--- src/rrbs_pkg.sv ---
`timescale 1ns / 1ps

package rrbs_pkg;

  localparam int NUM_REQ = 8;
  localparam int IDX_W   = 3;
  localparam int WORD_W  = 32;

  typedef logic [IDX_W-1:0]  idx_t;
  typedef logic [WORD_W-1:0] word_t;
  typedef logic [0:0]        cfg_idx_t;
  typedef logic [1:0]        op_t;

  localparam cfg_idx_t CFG_BASE = 1'b0;
  localparam cfg_idx_t CFG_MAX  = 1'b1;

  localparam op_t OP_RAISE   = 2'd0;
  localparam op_t OP_POLL    = 2'd1;
  localparam op_t OP_OUTCOME = 2'd2;

  typedef struct packed {
    op_t   operation;
    idx_t  request_index;
    word_t now_ms;
    logic  link_up;
    logic  success;
  } in_t;

  typedef struct packed {
    logic  dispatched;
    idx_t  dispatch_index;
    word_t scheduled_delay_ms;
  } out_t;

  // Operand set for the shared adder/subtractor
  typedef struct packed {
    word_t a;
    word_t b;
    logic  sub;
  } alu_req_t;

endpackage

--- src/rrbs_addsub.sv ---
`timescale 1ns / 1ps

module rrbs_addsub (
  input  rrbs_pkg::alu_req_t req,
  output rrbs_pkg::word_t    sum,
  output logic               carry
);
  import rrbs_pkg::*;

  word_t operand_b;

  // Invert b and inject carry for subtraction; carry out high means a >= b
  assign operand_b = req.sub ? ~req.b : req.b;
  assign {carry, sum} = {1'b0, req.a} + {1'b0, operand_b} + (WORD_W + 1)'(req.sub);

endmodule

--- src/round_robin_retry_backoff_scheduler_unit.sv ---
`timescale 1ns / 1ps

// Channel  Direction  Handshake              Payload
// in       input      in_valid / in_ready    in_data   (rrbs_pkg::in_t)
// out      output     out_valid / out_ready  out_data  (rrbs_pkg::out_t)
// cfg      input      cfg_we                 cfg_index, cfg_data
//
// One transaction at a time; each gives exactly one result. Raise, ignored
// poll or outcome, spare code and success outcome go straight to the result;
// a poll scans one entry per cycle through the shared subtractor up to a hit
// or the last entry; a failure outcome runs delay compare, then retry time add.
// Reset (rst_n low, synchronous) clears all flags and pointers at once.
// in_ready drops while a transaction is in progress; a result waiting in
// the output register stalls the next transaction only at its own result.
module round_robin_retry_backoff_scheduler_unit (
  input  logic               clk,
  input  logic               rst_n,
  input  logic               in_valid,
  output logic               in_ready,
  input  rrbs_pkg::in_t      in_data,
  output logic               out_valid,
  input  logic               out_ready,
  output rrbs_pkg::out_t     out_data,
  input  logic               cfg_we,
  input  rrbs_pkg::cfg_idx_t cfg_index,
  input  rrbs_pkg::word_t    cfg_data
);
  import rrbs_pkg::*;

  localparam logic [2:0] S_IDLE = 3'd0;
  localparam logic [2:0] S_SCAN = 3'd1;
  localparam logic [2:0] S_GROW = 3'd2;
  localparam logic [2:0] S_SUM  = 3'd3;
  localparam logic [2:0] S_DONE = 3'd4;

  localparam idx_t LAST_CNT = IDX_W'(NUM_REQ - 1);

  logic [2:0]         state_r, state_nxt;
  idx_t               cnt_r, cnt_nxt;
  logic [NUM_REQ-1:0] pend_r, pend_nxt;
  logic [NUM_REQ-1:0] sched_r, sched_nxt;
  idx_t               start_r, start_nxt;
  logic               await_r, await_nxt;
  idx_t               infl_r, infl_nxt;
  word_t              dtime_r, dtime_nxt;
  word_t              now_r, now_nxt;
  word_t              delay_r, delay_nxt;
  word_t              base_r, max_r;
  out_t               res_r, res_nxt;
  logic               out_valid_r;
  out_t               out_data_r;

  // Retry time and delay stores; entries count only while sched_r is set
  word_t              at_mem [NUM_REQ];
  word_t              dl_mem [NUM_REQ];
  word_t              at_rdata, dl_rdata;
  idx_t               at_raddr;
  logic               at_we, dl_we;
  word_t              at_wdata;

  alu_req_t           alu_req;
  word_t              alu_sum;
  logic               alu_carry;

  idx_t               scan_idx;
  logic               hit;
  word_t              prev;
  logic               out_load;

  rrbs_addsub u_addsub (
    .req   (alu_req),
    .sum   (alu_sum),
    .carry (alu_carry)
  );

  assign scan_idx = start_r + cnt_r;
  assign at_raddr = (state_r == S_IDLE) ? start_r : scan_idx + 1'b1;
  assign hit      = pend_r[scan_idx] || (sched_r[scan_idx] && !alu_sum[WORD_W-1]);
  assign prev     = sched_r[infl_r] ? dl_rdata : '0;
  assign in_ready = (state_r == S_IDLE);
  assign out_load = (state_r == S_DONE) && (!out_valid_r || out_ready);

  // Sequencer
  always_comb begin
    state_nxt = state_r;
    cnt_nxt   = cnt_r;
    pend_nxt  = pend_r;
    sched_nxt = sched_r;
    start_nxt = start_r;
    await_nxt = await_r;
    infl_nxt  = infl_r;
    dtime_nxt = dtime_r;
    now_nxt   = now_r;
    delay_nxt = delay_r;
    res_nxt   = res_r;
    at_we     = 1'b0;
    dl_we     = 1'b0;
    at_wdata  = alu_sum;
    alu_req   = '{a: now_r, b: at_rdata, sub: 1'b1};
    case (state_r)
      S_IDLE: begin
        if (in_valid) begin
          res_nxt   = '0;
          state_nxt = S_DONE;
          case (in_data.operation)
            OP_RAISE: begin
              if (32'(in_data.request_index) < NUM_REQ) begin
                pend_nxt[in_data.request_index] = 1'b1;
              end
            end
            OP_POLL: begin
              if (in_data.link_up && !await_r) begin
                state_nxt = S_SCAN;
                cnt_nxt   = '0;
                now_nxt   = in_data.now_ms;
              end
            end
            OP_OUTCOME: begin
              if (await_r) begin
                if (in_data.success) begin
                  sched_nxt[infl_r] = 1'b0;
                  await_nxt         = 1'b0;
                end else begin
                  state_nxt = S_GROW;
                end
              end
            end
            default: begin
            end
          endcase
        end
      end
      S_SCAN: begin
        // Check one entry: fresh pending or retry time reached
        if (hit) begin
          pend_nxt[scan_idx] = 1'b0;
          if (pend_r[scan_idx]) begin
            sched_nxt[scan_idx] = 1'b0;
          end
          start_nxt              = scan_idx + 1'b1;
          await_nxt              = 1'b1;
          infl_nxt               = scan_idx;
          dtime_nxt              = now_r;
          res_nxt.dispatched     = 1'b1;
          res_nxt.dispatch_index = scan_idx;
          state_nxt              = S_DONE;
        end else if (cnt_r == LAST_CNT) begin
          state_nxt = S_DONE;
        end else begin
          cnt_nxt = cnt_r + 1'b1;
        end
      end
      S_GROW: begin
        // Compare previous delay against half the cap
        alu_req = '{a: prev, b: {1'b0, max_r[WORD_W-1:1]}, sub: 1'b1};
        if (prev == '0) begin
          delay_nxt = base_r;
        end else if (alu_carry) begin
          delay_nxt = max_r;
        end else begin
          delay_nxt = {prev[WORD_W-2:0], 1'b0};
        end
        state_nxt = S_SUM;
      end
      S_SUM: begin
        // Schedule retry at dispatch time plus delay
        alu_req                    = '{a: dtime_r, b: delay_r, sub: 1'b0};
        at_we                      = 1'b1;
        dl_we                      = 1'b1;
        sched_nxt[infl_r]          = 1'b1;
        await_nxt                  = 1'b0;
        res_nxt.scheduled_delay_ms = delay_r;
        state_nxt                  = S_DONE;
      end
      S_DONE: begin
        if (!out_valid_r || out_ready) begin
          state_nxt = S_IDLE;
        end
      end
      default: begin
        state_nxt = S_IDLE;
      end
    endcase
  end

  // Control state
  always_ff @(posedge clk) begin
    if (!rst_n) begin
      state_r     <= S_IDLE;
      cnt_r       <= '0;
      pend_r      <= '0;
      sched_r     <= '0;
      start_r     <= '0;
      await_r     <= 1'b0;
      infl_r      <= '0;
      dtime_r     <= '0;
      out_valid_r <= 1'b0;
    end else begin
      state_r     <= state_nxt;
      cnt_r       <= cnt_nxt;
      pend_r      <= pend_nxt;
      sched_r     <= sched_nxt;
      start_r     <= start_nxt;
      await_r     <= await_nxt;
      infl_r      <= infl_nxt;
      dtime_r     <= dtime_nxt;
      out_valid_r <= out_load || (out_valid_r && !out_ready);
    end
  end

  // Configuration registers
  always_ff @(posedge clk) begin
    if (!rst_n) begin
      base_r <= WORD_W'(1000);
      max_r  <= WORD_W'(60000);
    end else if (cfg_we) begin
      case (cfg_index)
        CFG_BASE: base_r <= cfg_data;
        CFG_MAX:  max_r  <= cfg_data;
        default: begin
        end
      endcase
    end
  end

  // Payload registers
  always_ff @(posedge clk) begin
    now_r   <= now_nxt;
    delay_r <= delay_nxt;
    res_r   <= res_nxt;
    if (out_load) begin
      out_data_r <= res_r;
    end
  end

  // Retry stores: one write and one registered read each
  always_ff @(posedge clk) begin
    if (at_we) begin
      at_mem[infl_r] <= at_wdata;
    end
    at_rdata <= at_mem[at_raddr];
  end

  always_ff @(posedge clk) begin
    if (dl_we) begin
      dl_mem[infl_r] <= delay_r;
    end
    dl_rdata <= dl_mem[infl_r];
  end

  assign out_valid = out_valid_r;
  assign out_data  = out_data_r;

`ifndef SYNTHESIS
  a_scan_idle_link: assert property (@(posedge clk) disable iff (!rst_n)
    (state_r == S_SCAN) |-> !await_r)
    else $error("scan running while a dispatch is outstanding");

  a_hit_awaits: assert property (@(posedge clk) disable iff (!rst_n)
    (state_r == S_SCAN && hit) |=> (await_r && state_r == S_DONE))
    else $error("dispatch did not mark an outstanding outcome");

  a_sum_outstanding: assert property (@(posedge clk) disable iff (!rst_n)
    (state_r == S_SUM) |-> await_r)
    else $error("retry scheduled without an outstanding dispatch");

  a_result_kind: assert property (@(posedge clk) disable iff (!rst_n)
    out_valid_r |-> !(out_data_r.dispatched && out_data_r.scheduled_delay_ms != '0))
    else $error("result carries both a dispatch and a retry delay");
`endif

endmodule

--- config.mk ---
export PLATFORM = sky130hd
export DESIGN_NAME = round_robin_retry_backoff_scheduler_unit
export DESIGN_NICKNAME = d
export VERILOG_FILES = /design/src/rrbs_pkg.sv /design/src/rrbs_addsub.sv /design/src/round_robin_retry_backoff_scheduler_unit.sv
export SDC_FILE = /design/constraint.sdc
export NUM_CORES = 1
export LEC_CHECK = 0
export BUFFER_PORTS_ARGS = -buffer_cell sky130_fd_sc_hd__buf_4
export CORE_MARGIN = 3
export CORE_UTILIZATION = 45
export CTS_BUF_LIST = sky130_fd_sc_hd__clkbuf_16
export DETAILED_ROUTE_END_ITERATION = 16
export HOLD_SLACK_MARGIN = 0.02
export REMOVE_ABC_BUFFERS = 1
export SYNTH_ARGS = -nofsm -noshare
export SYNTH_HDL_FRONTEND = slang
export SYNTH_SLANG_ARGS = --single-unit
--- constraint.sdc ---
create_clock -name clk -period 8.6 [get_ports clk]
set_input_delay 0.43 -clock clk [delete_from_list [all_inputs] [get_ports clk]]
set_output_delay 0.43 -clock clk [all_outputs]
set_load 0.01 [all_outputs]
# Word level (Yosys, flattened, before mapping)
# Memories as Yosys holds them, arrays and structs flattened. A register that Yosys moved wholly into a read port is not among the register bits.
# Index checks and enable logic that the tools add are counted.
[totals] ramBits=512 in_bits=77 mem_count=2 word_cells=149 reg_bits=262
[op_classes] n_mux=57 eq_ne=20 order_cmp=6 add_sub_neg=5 reduce_logical=31 n_bitwise=9
[mem_list] memory="at_mem" words=8 word_bits=32 read_ports=1 rd_ports_with_merged_regs=1 write_ports=1 line_no="round_robin_retry_backoff_scheduler_unit.sv:54" rtl="word_t at_mem [NUM_REQ];"
[mem_list] memory="dl_mem" words=8 word_bits=32 read_ports=1 rd_ports_with_merged_regs=1 write_ports=1 line_no="round_robin_retry_backoff_scheduler_unit.sv:55" rtl="word_t dl_mem [NUM_REQ];"
[op_table] op="$pmux W65 S2" n=1
[op_table] op="$mux W32" n=4
[op_table] op="$mux W8" n=9
[op_table] op="$pmux W32 S2" n=1
[op_table] op="$mux W3" n=13
[op_table] op="$mux W36" n=1
[op_table] op="$add A32 B32 Y33" n=1
[op_table] op="$add A33 B1 Y33" n=1
[op_table] op="$logic_not A32 Y1" n=1
[op_table] op="$not A32 Y32" n=1
[op_table] op="$and A8 B8 Y8" n=3
[op_table] op="$pmux W8 S3" n=1
[op_table] op="$not A8 Y8" n=2
[op_table] op="$or A8 B8 Y8" n=2
[op_table] op="$pmux W8 S2" n=1
[op_table] op="$pmux W3 S5" n=1
[op_table] op="$mux W1" n=14
[op_table] op="$ne A2 B1 Y1 const B" n=7
[op_table] op="$lt A3 B4 Y1 const B" n=3
[op_table] op="$pmux W3 S2" n=2
[op_table] op="$reduce_and A4 Y1" n=3
[op_table] op="$ne A2 B2 Y1 const B" n=5
[op_table] op="$bmux W1 S3" n=3
[op_table] op="$demux W1 S3" n=3
[op_table] op="24 further kinds" n=45

# Longest topological paths before layout
# Gate-level depths: netlist of run 1.
[logic_depth] word_depth=13 mapped_depth=19

# Hierarchy
# Synthesis of run 1 repeated with hierarchy kept, for this count alone.
[hier_totals] hier_cells=2806 hier_area_um2=34091.4
[by_module_without_submodules] mod="round_robin_retry_backoff_scheduler_unit" instances=1 seq_area_each_um2=23262.3 cells_per_inst=2512 area_per_inst_um2=31954.4
[by_module_without_submodules] mod="rrbs_addsub" instances=1 seq_area_each_um2=0.0 cells_per_inst=294 area_per_inst_um2=2137.0

# Worst setup path before layout of run 1
# No wires, ideal clock.
[synth_path] path_type="register to register" from="register state_r[2]" to="register sched_r[4]" required_ns=8.522 path_stages_with_launch=5 synth_period_minus_slack_ns=6.044 arrival_time_ns=5.966 slack_ns=2.556 path_buffers=1 cell_sequence="dfxtp_1 > clkbuf_1 > nand3b_1 > nor3_1 > o221a_2"
[synth_via] elab_chain_len=11
[synth_lines] item="start, declared" line_no="round_robin_retry_backoff_scheduler_unit.sv:38" rtl="logic [2:0] state_r, state_nxt;"
[synth_lines] item="start signal, assigned" line_no="round_robin_retry_backoff_scheduler_unit.sv:199" rtl="state_r <= state_nxt;"
[synth_lines] item="$eq A3 B2 Y1" line_no="round_robin_retry_backoff_scheduler_unit.sv:100" rtl="case (state_r)"
[synth_lines] item="$pmux W65 S2" line_no="round_robin_retry_backoff_scheduler_unit.sv:100"
[synth_lines] item="$not A32 Y32" line_no="rrbs_addsub.sv:13" rtl="assign operand_b = req.sub ? ~req.b : req.b;"
[synth_lines] item="$mux W32" line_no="rrbs_addsub.sv:13"
[synth_lines] item="$add A32 B32 Y33" line_no="rrbs_addsub.sv:14" rtl="assign {carry, sum} = {1'b0, req.a} + {1'b0, operand_b} + (WORD_W + 1)'(req.sub);"
[synth_lines] item="$add A33 B1 Y33" line_no="rrbs_addsub.sv:14"
[synth_lines] item="$logic_not A1 Y1" line_no="round_robin_retry_backoff_scheduler_unit.sv:78" rtl="assign hit = pend_r[scan_idx] || (sched_r[scan_idx] && !alu_sum[WORD_W-1]);"
[synth_lines] item="$logic_and A1 B1 Y1" line_no="round_robin_retry_backoff_scheduler_unit.sv:78"
[synth_lines] item="$logic_or A1 B1 Y1" line_no="round_robin_retry_backoff_scheduler_unit.sv:78"
[synth_lines] item="$ne A2 B2 Y1 (no source line)"
[synth_lines] item="$reduce_and A7 Y1 (no source line)"
[synth_lines] item="end signal, assigned" line_no="round_robin_retry_backoff_scheduler_unit.sv:202" rtl="sched_r <= sched_nxt;"
[synth_lines] item="end, declared" line_no="round_robin_retry_backoff_scheduler_unit.sv:41" rtl="logic [NUM_REQ-1:0] sched_r, sched_nxt;"
# Parallel ways exist; a longest one is shown, timed or not.
# A chain may end at the register's enable or synchronous reset.

# Final worst setup path of run 1
[layout_path] from="register infl_r[1]" to="register res_r[35] (netlist name) (enable)"
[layout_via] elab_chain_len=11
[layout_lines] item="start, declared" line_no="round_robin_retry_backoff_scheduler_unit.sv:44" rtl="idx_t infl_r, infl_nxt;"
[layout_lines] item="start signal, assigned" line_no="round_robin_retry_backoff_scheduler_unit.sv:205" rtl="infl_r <= infl_nxt;"
[layout_lines] item="$bmux W1 S3" line_no="round_robin_retry_backoff_scheduler_unit.sv:79" rtl="assign prev = sched_r[infl_r] ? dl_rdata : '0;"
[layout_lines] item="$mux W1 (not written as such)" line_no="round_robin_retry_backoff_scheduler_unit.sv:79"
[layout_lines] item="$mux W32" line_no="round_robin_retry_backoff_scheduler_unit.sv:79"
[layout_lines] item="$pmux W65 S2" line_no="round_robin_retry_backoff_scheduler_unit.sv:100"
[layout_lines] item="$add A32 B32 Y33" line_no="rrbs_addsub.sv:14"
[layout_lines] item="$add A33 B1 Y33" line_no="rrbs_addsub.sv:14"
[layout_lines] item="$logic_not A1 Y1" line_no="round_robin_retry_backoff_scheduler_unit.sv:78"
[layout_lines] item="$logic_and A1 B1 Y1" line_no="round_robin_retry_backoff_scheduler_unit.sv:78"
[layout_lines] item="$logic_or A1 B1 Y1" line_no="round_robin_retry_backoff_scheduler_unit.sv:78"
[layout_lines] item="$ne A2 B2 Y1 (no source line)"
[layout_lines] item="$reduce_and A3 Y1 (no source line)"
[layout_lines] item="end signal, assigned" line_no="round_robin_retry_backoff_scheduler_unit.sv:230" rtl="res_r <= res_nxt;"
[layout_lines] item="end, declared" line_no="round_robin_retry_backoff_scheduler_unit.sv:49" rtl="out_t res_r, res_nxt;"
# Every way passes these cells. The select of a mux whose other input is x is not followed.

==> flow_summary.yaml, run 1 <==
run_status:
  status: "completed"
routing:
  antenna_left: 0
  wl_per_cell_um: 25.1
  via_count: 20700
  dr.pass1.iters: 5
  wl_um: 87900
  first_iter_violations: 2155
  vias_per_cell: 5.91
  drc_errors: 0
worst_setup_path:
  critPathKind: "register to register"
  cp.arrival_ns: 6.65
  critPathLaunchType: "register"
  r2r_setup_slack_ns: 2.30
  worst-path-max-fanout: 33
  crit_path_end_kind: "register"
  reg2reg_depth: 15
  required_ns: 8.96
final_layout:
  layout_commonest_cell: "edfxtp_1"
  antenna_cells: 0
  multi_input_area_mm2: 0.00945
  instances_no_fill: 3497
  mostFrequentLayoutCells: "648 x edfxtp_1, 198 x nand2_1, 193 x a21oi_1"
  nets: 2580
  drive_gt1_share_pct: 16.9
  area_growth_pct: 15.6
  nFillCells: 6052
  final_util_pct: 52.6
  regArea_mm2: 0.0233
grt:
  track_usage_pct: 22.5
  gr-total-overflow: 0
  grt_max_degree: 94
  grt_pass1_wl_um: 131000
  antenna_found_initial: 1
  grt_pass1_vias: 20500
synthesis:
  synth_ff_type: "edfxtp_1"
  synth_edf_count: 648
  synthArstFlopShare_pct: 0
  synth_area_mm2: 0.0332
  yosys_warnings: 0
  syn_avg_cell_area_um2: 14.3
  ys_ff_latch: 838
  ys_seq_area_share_pct: 70.0
  synth_cell_types: 70
  netlist_instances: 2323
placement:
  place_inst: 3292
  numPortBuffers: 114
  gp_congestion: 0.870
  dp_slack_ns: 2.42
  place_hpwl_um: 52100
clocking:
  cts_buffers: 88
  h-tree-depth: 3
  clockBufferDepth: 3
  cts_root_buf: "clkbuf_16"
  clk_pin_slew_ns: 0.06
  cts_setup_buffers: 0
  cts_tree: "built"
  insertion_delay_ns: 0.64
  clock_sinks: 838
timing:
  skew_ns: 0.0394
  tightestPinTransition_ns: 1.20
  rsz0062_at_grt: "false"
  hold_viol: 0
  period_needed_ns: 6.30
  setup_viol: 0
  fin_crit_sh_pct: 73.2
  slew_headroom_pct: 20.2
  fin_tns_setup_ns: 0
  setup_ws_ns: 2.30
  drv_slew: 0
  max_freq_mhz: 159
power_and_ir_drop:
  p_total_w: 0.00860
  power_density_mw_per_mm2: 224
  ir_worst_vdd_mv: 0.144
  leakagePower_nw: 13.2
run:
  cap_violations: 0
floorplan:
  core_mm2: 0.0731
  die_h_um: 278
  ios: 115
  dieArea_mm2: 0.0772
  initial_core_util_pct: 45.5
  die_w_um: 278
  rows: 99
min_path:
  hp-class: "primary input to register"
  hold_path_depth: 3
## worst max-delay path, stage by stage, from the launching register on
cell	delay, ns
dfxtp_1	0.76
mux2_2	0.28
a2bb2oi_1	0.28
and2_1	0.91
and3_1	0.27
a21oi_1	0.05
o21ai_0	0.27
ha_1	0.35
and3_1	0.23
a311oi_1	0.63
o22a_1	0.25
nor3b_1	0.66
o221ai_4	0.46
buf_4	0.36
nand2_1	0.11
nand2_1	0.14
## area by class of cell
| class | instances | area share (%) |
|---|---|---|
| tap | 959 | 3.12 |
| timing repair buffer | 196 | 4.09 |
| inverter | 23 | 0.225 |
| clock inverter | 76 | 1.70 |
| multi-input combinational | 1316 | 24.6 |
| clock buffer | 89 | 5.79 |
| sequential | 838 | 60.5 |
## per-stage QoR
stage,instance area [µm²],hold slack (ns)
2_1_floorplan,32700,0.400
3_3_place_gp,35200,0.401
3_5_place_dp,35200,0.405
4_1_cts,38500,0.0212
5_1_grt,38500,0.0447
6_report,38500,0.0471
## metal layers
metal | part of all wire (%) | GRT usage, % | up-vias
met5 | 0 | 0 | -
met4 | 3.0 | 7.84 | 0
met3 | 7.4 | 3.68 | 140
met2 | 46 | 35.2 | 828
met1 | 43 | 32.2 | 10400
li1 | - | - | 9295
## state kept, by name (all words and copies together) (netlist names), 8 cells and up
signal and cells:
at_mem 256, dl_mem 256, out_data 36, res_r 36, at_rdata 32, base_r 32
delay_r 32, dl_rdata 32, dtime_r 32, max_r 32, now_r 32, pend_r 8
sched_r 8
## report_power, final
part	internal [W]	switching [W]
logic	0.000152	0.000246
registers	0.00443	0.0000279
clock network	0.00219	0.00156
total	0.00677	0.00183
## Yosys cell counts, drive strengths merged (37+ instances only)
library cell	n	area, µm²
o21ai	102	510
dfxtp	190	3800
edfxtp	648	19500
and3	37	231
mux4	67	1510
clkbuf	125	469
ha	38	475
nand3	63	315
nand2	198	743
nand4	38	238
a21oi	195	976
nor2	69	262
a22oi	137	1030
and2	73	457
## cells by family (layout without fill, tap and decap cells)
logic type | after synthesis | count (layout) | synth area share, %
AO/OA/AOI/OAI | 578 | 578 | 11.3
XOR/XNOR | 30 | 30 | 0.835
adder cells (fa/ha/maj) | 40 | 40 | 1.55
buffers and inverters | 169 | 384 | 2.05
flip-flops | 838 | 838 | 70.0
multiplexers | 121 | 121 | 6.29
AND/OR/NAND/NOR | 547 | 547 | 8.05
## worst paths after layout
path / startpoint / endpoint
setup reg to reg: infl_r[1] / res_r[35]
hold reg to reg: res_r[18] / out_data[18]
setup / recovery: infl_r[1] / res_r[35]
hold / removal: cfg_data[5] / base_r[5]
## timing repair
item,in CTS,in global routing
resized for setup,0,0
hold endpoints to repair,46,0
hold buffers,40,0
Power figures use the tool's default switching activity.
==> run 2, diff against run 1 <==
==> constraint.sdc (replaced) <==
create_clock -name clk -period 5.7 [get_ports clk]
set_input_delay 0.285 -clock clk [delete_from_list [all_inputs] [get_ports clk]]
set_output_delay 0.285 -clock clk [all_outputs]
set_load 0.01 [all_outputs]
==> flow_summary.yaml, run 2 (same netlist as run 1, synthesis figures left out) <==
run_status:
  status: "completed"
power_and_ir_drop:
  p_total_w: 0.0128
  power_density_mw_per_mm2: 331
  ir_worst_vdd_mv: 0.246
  leakagePower_nw: 13.3
clocking:
  clk_pin_slew_ns: 0.06
  h-tree-depth: 3
  cts_tree: "built"
  cts_root_buf: "clkbuf_16"
  cts_setup_buffers: 0
  clockBufferDepth: 3
  clock_sinks: 838
  insertion_delay_ns: 0.65
  cts_buffers: 85
  cts_resized: 0
  ctsHoldBuffers: 70
grt:
  antenna_found_initial: 0
  grt_pass1_vias: 20500
  grt_max_degree: 102
  gr-total-overflow: 0
  grt_pass1_wl_um: 131000
  track_usage_pct: 22.5
final_layout:
  nets: 2614
  layout_commonest_cell: "edfxtp_1"
  drive_gt1_share_pct: 16.7
  area_growth_pct: 16.6
  reg.largest.list: "at_mem (256), dl_mem (256)"
  nFillCells: 5942
  final_util_pct: 53.0
  mostFrequentLayoutCells: "648 x edfxtp_1, 198 x nand2_1, 193 x a21oi_1"
worst_setup_path:
  cp.arrival_ns: 5.54
  worst-path-max-fanout: 31
  critPathLaunchType: "register"
  critPathKind: "register to register"
  r2r-start: "state_r[2]"
  crit_path_end_kind: "register"
  required_ns: 6.10
  reg2reg_to: "delay_r[24]"
  reg2reg_depth: 16
  r2r_setup_slack_ns: 0.56
timing:
  max_freq_mhz: 194
  period_needed_ns: 5.14
  drv_slew: 0
  hold_viol: 0
  tightestPinTransition_ns: 1.04
  hold_ws_ns: 0.0641
  fin_tns_setup_ns: 0
  skew_ns: 0.0384
  fin_crit_sh_pct: 90.3
  setup_ws_ns: 0.555
  rsz0062_at_grt: "false"
  setup_viol: 0
  slew_headroom_pct: 30.7
routing:
  dr.pass1.iters: 5
  via_count: 20900
  drc_errors: 0
  antenna_left: 0
  vias_per_cell: 5.91
  wl_per_cell_um: 24.8
  first_iter_violations: 1852
  wl_um: 87700
min_path:
  hold_path_depth: 4
  hp-class: "primary input to register"
  hold_start: "in_data[35]"
  worstHoldEndpoint: "pend_r[0]"
floorplan:
  ios: 115
  core_mm2: 0.0731
  die_h_um: 278
  rows: 99
  dieArea_mm2: 0.0772
  die_w_um: 278
  initial_core_util_pct: 45.5
run:
  cap_violations: 0
placement:
  dp_slack_ns: 0.569
  numPortBuffers: 114
  place_hpwl_um: 52700
  gp_congestion: 0.899
run 2: layer usage:
metal / share of wire, % / GRT usage [%] / vias up
met4: 2.4 / 6.54 / 0
li1: - / - / 9360
met5: 0 / 0 / -
met1: 44 / 33.0 / 10600
met2: 47 / 35.2 / 805
met3: 7.1 / 3.01 / 122
run 2: area by class of cell:
class | instances | area [µm²] | share of cell area [%]
diodes | 3 | 7.51 | 0.0194
clock buffers | 86 | 2150 | 5.55
clock inverters | 74 | 657 | 1.69
inverters | 23 | 86.3 | 0.223
multi-input cells | 1316 | 9450 | 24.4
flip-flops and latches | 838 | 23300 | 60.0
well taps | 959 | 1200 | 3.10
repair buffers | 233 | 1950 | 5.03
run 2: worst max-delay path, stage by stage, from the launching register on:
cell	delay, ns
dfxtp_1	0.62
nand2b_4	0.44
a211oi_1	0.13
nand3_1	0.18
a21boi_0	0.21
o21ai_0	0.16
fa_1	0.51
a211oi_1	0.25
o21bai_1	0.14
o41a_1	0.45
a311o_1	0.44
nor3_1	0.23
o31ai_1	0.15
buf_4	0.18
nor2b_2	0.14
buf_4	0.25
a221o_1	0.40
run 2: worst max path at each step:
| stage | startpoint | endpoint | slack (ns) | depth (start not counted) |
|---|---|---|---|---|
| after floorplan | state_r[0] | sched_r[4] | -2.08 | 3 |
| after global placement | state_r[2] | delay_r[24] | 0.57 | 16 |
| after detailed placement | state_r[2] | delay_r[24] | 0.57 | 16 |
| after CTS | state_r[2] | delay_r[31] | 0.60 | 16 |
| after global routing | infl_r[1] | pend_r[4] | 0.28 | 16 |
| final | state_r[2] | delay_r[24] | 0.56 | 16 |
run 2: report_power, final:
| group | internal [W] | switching, W | total [W] |
|---|---|---|---|
| Clock | 0.00314 | 0.00237 | 0.00551 |
| Sequential | 0.00668 | 0.0000419 | 0.00672 |
| Combinational | 0.000246 | 0.000373 | 0.000619 |
| Total | 0.0101 | 0.00278 | 0.0128 |
run 2: stage by stage:
| step | cell area [µm²] | instances |
|---|---|---|
| floorplan | 32700 | 2177 |
| global placement | 35300 | 3299 |
| detailed placement | 35300 | 3299 |
| CTS | 38800 | 3529 |
| global route | 38800 | 3529 |
| finish | 38800 | 3532 |
